$ cat config.mk
export PLATFORM = sky130hd
export DESIGN_NAME = sbm_ram
export DESIGN_NICKNAME = d
export VERILOG_FILES = /design/src/rtl/sbm_ram.sv
export SDC_FILE = /design/constraint.sdc
export NUM_CORES = 1
export LEC_CHECK = 0
export ABC_AREA = 1
export BUFFER_PORTS_ARGS = -buffer_cell sky130_fd_sc_hd__buf_2
export CAP_MARGIN = 15
export CORE_ASPECT_RATIO = 2
export CORE_MARGIN = 2
export CORE_UTILIZATION = 45
export CTS_CLUSTER_DIAMETER = 100
export DETAILED_ROUTE_END_ITERATION = 10
export PLACE_DENSITY_LB_ADDON = 0.1
export RECOVER_POWER = 25
export SETUP_SLACK_MARGIN = 0.4
export SLEW_MARGIN = 20
export SYNTH_ARGS = -nofsm -noshare
export SYNTH_HDL_FRONTEND = slang
export SYNTH_SLANG_ARGS = --single-unit
$ cat constraint.sdc
create_clock -name clock -period 1.5 [get_ports clock]
set_input_delay 0.15 -clock clock [delete_from_list [all_inputs] [get_ports clock]]
set_output_delay 0.15 -clock clock [all_outputs]
set_load 0.05 [all_outputs]
$ cat src/rtl/sbm_ram.sv
// ----------------------------------------------------------------------------
// sbm_ram
// Generic single-clock RAM with one write port and one registered read port.
// ----------------------------------------------------------------------------
module sbm_ram #(
   parameter int WIDTH = 8,
   parameter int DEPTH = 16
) (
   input  logic                     clock,
   input  logic                     we,
   input  logic [$clog2(DEPTH)-1:0] waddr,
   input  logic [WIDTH-1:0]         wdata,
   input  logic                     re,
   input  logic [$clog2(DEPTH)-1:0] raddr,
   output logic [WIDTH-1:0]         rdata
);

   logic [WIDTH-1:0] mem [DEPTH];
   logic [WIDTH-1:0] rdata_ff;

   always_ff @(posedge clock) begin
      if (we) begin
         mem[waddr] <= wdata;
      end
      if (re) begin
         rdata_ff <= mem[raddr];
      end
   end

   assign rdata = rdata_ff;

endmodule

# Word-level counts from Yosys, hierarchy flattened
# Memories as Yosys holds them, arrays and structs flattened. A register that Yosys moved wholly into a read port is not among the register bits.
# Index checks and enable logic that the tools add are counted.
[classes] muxes=2
[op_table] cell="1-bit 2-to-1 mux" n=2
[word_totals] output_inout_bits=8 input_bits=19 regBits=0 ram_bits=128 word_cells=3 n_memories=1
[mem_list] memory="mem" words=16 word_bits=8 read_ports=1 rd_ports_with_merged_regs=1 write_ports=1 line_no="18" rtl="logic [WIDTH-1:0] mem [DEPTH];"

# Depth between registers and ports, before layout
[depth] word_depth=2 ltp_mapped=8 mapped_depth_nobuf=7

# Worst setup path before layout
# No wires, ideal clock.
[synth_path] path_type="input-to-reg" start="in waddr[2]" end="mem mem[10][0] (enable)" required_time_ns=1.130 t_arrival_ns=0.731 path_stages=2 setup_ns=0.370 path_buffers=0 path_slack_ns=0.399 path_cell_list="nand3b_1 nor2_1"
[synth_rtl] item="start: declaration" line_no="11" rtl="input logic [$clog2(DEPTH)-1:0] waddr,"
[synth_rtl] item="end: declaration" line_no="18"
# Straight into the memory's write port.

# Worst setup path in the final report
[layout_path] start="reg rdata_ff[6], in the netlist rdata[6], read port of mem" end="out rdata[6]"
[layout_rtl] item="start: declaration" line_no="19" rtl="logic [WIDTH-1:0] rdata_ff;"
[layout_rtl] item="end: declaration" line_no="15" rtl="output logic [WIDTH-1:0] rdata"
# No word-level cell between the ends.

==> out/results.ini <==
[critical_path]
crit_fanout=1
end_kind=output port
crit_type=flop to output port
crit_path_start_kind=flop
slowest_delay_ps=430
cp_cell_sequence=buf_6
crit_required_ps=1350
crit_family=flip-flops
critical-path-slowest-cell=edfxtp_1
cp.arrival_ps=1020
crit_buf_inv=1

[clock_tree]
clock_latency_ps=410
h-tree-depth=4
cts_tree=yes
clockRootBuffer=clkbuf_16
cts-buffers-inserted=17
clk_path_buf_depth=2
clk_pin_slew_worst_paths_ps=60
cts_setup_buffers=0
numClockSinks=136

[routing]
firstDrtPassIters=6
drc_errors=0
wl_microns=13900
wl_per_cell_microns=18.3
drtIter0Drc=248
ant_nets=0
vias=3766
viasPerCell=4.95

[timing]
min_period_ps=1170
setup_viol=0
slew_violations=0
fin_crit_sh_pct=78.3
setup_slack_ps=326
tightest_slew_ps=856
hold_viol_final=0
slew_headroom_pct=43.0
fmax_mhz=852
grt_setup_unrepaired=yes
fin_skew_ps=10.6
hold_ws_ps=180

[placement]
placed_cells=729
place_congestion=0.811
port_buffers=26
dp_slack_ps=14.5
place_area_sq_um=6240
hpwl_microns=8650

[synthesis]
yosysSeqAreaShare_pct=69.8
yosysMostFrequentCell=nand2_1
syn_nets=570
yosysWarnings=0
synth.largest_area_cell=edfxtp_1
synthArstFlopShare_pct=0
yosysTopAreaCellShare_pct=69.8
ys_top_cells_by_area=edfxtp_1, nand2_1, nand3_1
syn_inst=551
synth_ff_type=edfxtp_1
syn_avg_cell_area_sq_um=10.6
netlist_area_sq_um=5850
synth_edf_count=136
synth_commonest_cells=nand2_1, edfxtp_1, inv_1
ys_types=11
ys_ff_latch=136

[power_and_ir_drop]
irDropWorstVdd_mv=0.897
design_power_total_mw=9.21
powerDensity_nw_per_um2=1280
power_leakage_nw=3.08

[floorplan]
core_sq_um=12800
die_w_microns=84.6
initial_utilization_pct=45.5
die-area_sq_um=14000
die_h_microns=165
ios=27
fp-row-count=59

[finish]
stdcell_area_sq_um=7170
drive_gt1_share_pct=23.0
nNetsFinal=615
fin_cells=761
area_delta_synth_final_pct=22.6
n_antenna_cell=0
nFillCells=1134

[min_path]
hold_class=primary input to flop

[global_routing]
overflow=0
grt_pass1_vias=3728
grt_max_degree=33
grt_first_pass_wirelength_microns=21300
grtUsageTotal_pct=21.3
grt_antenna_before_repair=0

[job]
max_cap_viol_count=0

[status]
status=finished, final reports clean

## worst paths after layout
path	startpoint	to	slack (ps)	depth (start not counted)
hold reg to reg	mem[11][6]$_DFFE_PP_	rdata[6]$_DFFE_PP_	740	6
hold / removal	wdata[6]	mem[0][6]$_DFFE_PP_	180	1
setup / recovery	rdata[6]$_DFFE_PP_	rdata[6]	330	1
setup reg to reg	mem[6][6]$_DFFE_PP_	rdata[6]$_DFFE_PP_	380	6
## cell usage in the layout (no fill, tap or decap), drive strengths merged
cell / count
clkinv: 5
inv: 106
nand2: 173
buf: 45
clkbuf: 23
nand3: 97
nor2: 17
nand3b: 2
clkinvlp: 2
bufinv: 3
edfxtp: 136
## kinds of logic (layout without fill, tap and decap cells)
| logic type | Yosys count | count (layout) | share of synthesized area (%) |
|---|---|---|---|
| and+or+nand+nor | 289 | 289 | 20.8 |
| DFF | 136 | 136 | 69.8 |
| buffers and inverters | 126 | 184 | 9.39 |
## state kept, by name (all words and copies together) (netlist names)
signal  count
mem       128
rdata       8
## final cells by class
type / instances / area [sq um] / share of cell area, %
Multi-Input combinational cell: 289 / 1490 / 20.8
Tap cell: 152 / 190 / 2.65
Inverter: 102 / 383 / 5.34
Clock inverter: 14 / 171 / 2.39
Sequential cell: 136 / 4080 / 57.0
Clock buffer: 18 / 429 / 5.99
Timing Repair Buffer: 50 / 417 / 5.81
## timing repair
| item | CTS | global route |
|---|---|---|
| resized for setup | 33 | 46 |
| gates cloned | 0 | 0 |
| setup endpoints to repair | 14 | 16 |
| hold buffers | 0 | 0 |
| pin swaps | 2 | 29 |
## metrics by stage
stage	utilization, %	setup TNS, ps
6_report	55.8	0
4_1_cts	54.3	0
3_5_place_dp	48.6	0
2_1_floorplan	-	0
3_3_place_gp	48.6	-11.1
5_1_grt	55.8	0
## layer usage
layer | vias to the layer above | GRT usage, % | routed length, microns
met5 | - | 0 | 0
met3 | 18 | 3.68 | 643
met2 | 92 | 36.9 | 7560
met1 | 1784 | 25.7 | 5530
met4 | 0 | 9.81 | 221
li1 | 1872 | - | -
## where the power goes
part | internal [mW] | switching (mW)
Combinational | 0.210 | 0.475
Sequential | 4.28 | 0.0257
Clock | 2.63 | 1.59
Total | 7.12 | 2.09
No activity file was read; power rests on OpenSTA's default activity.
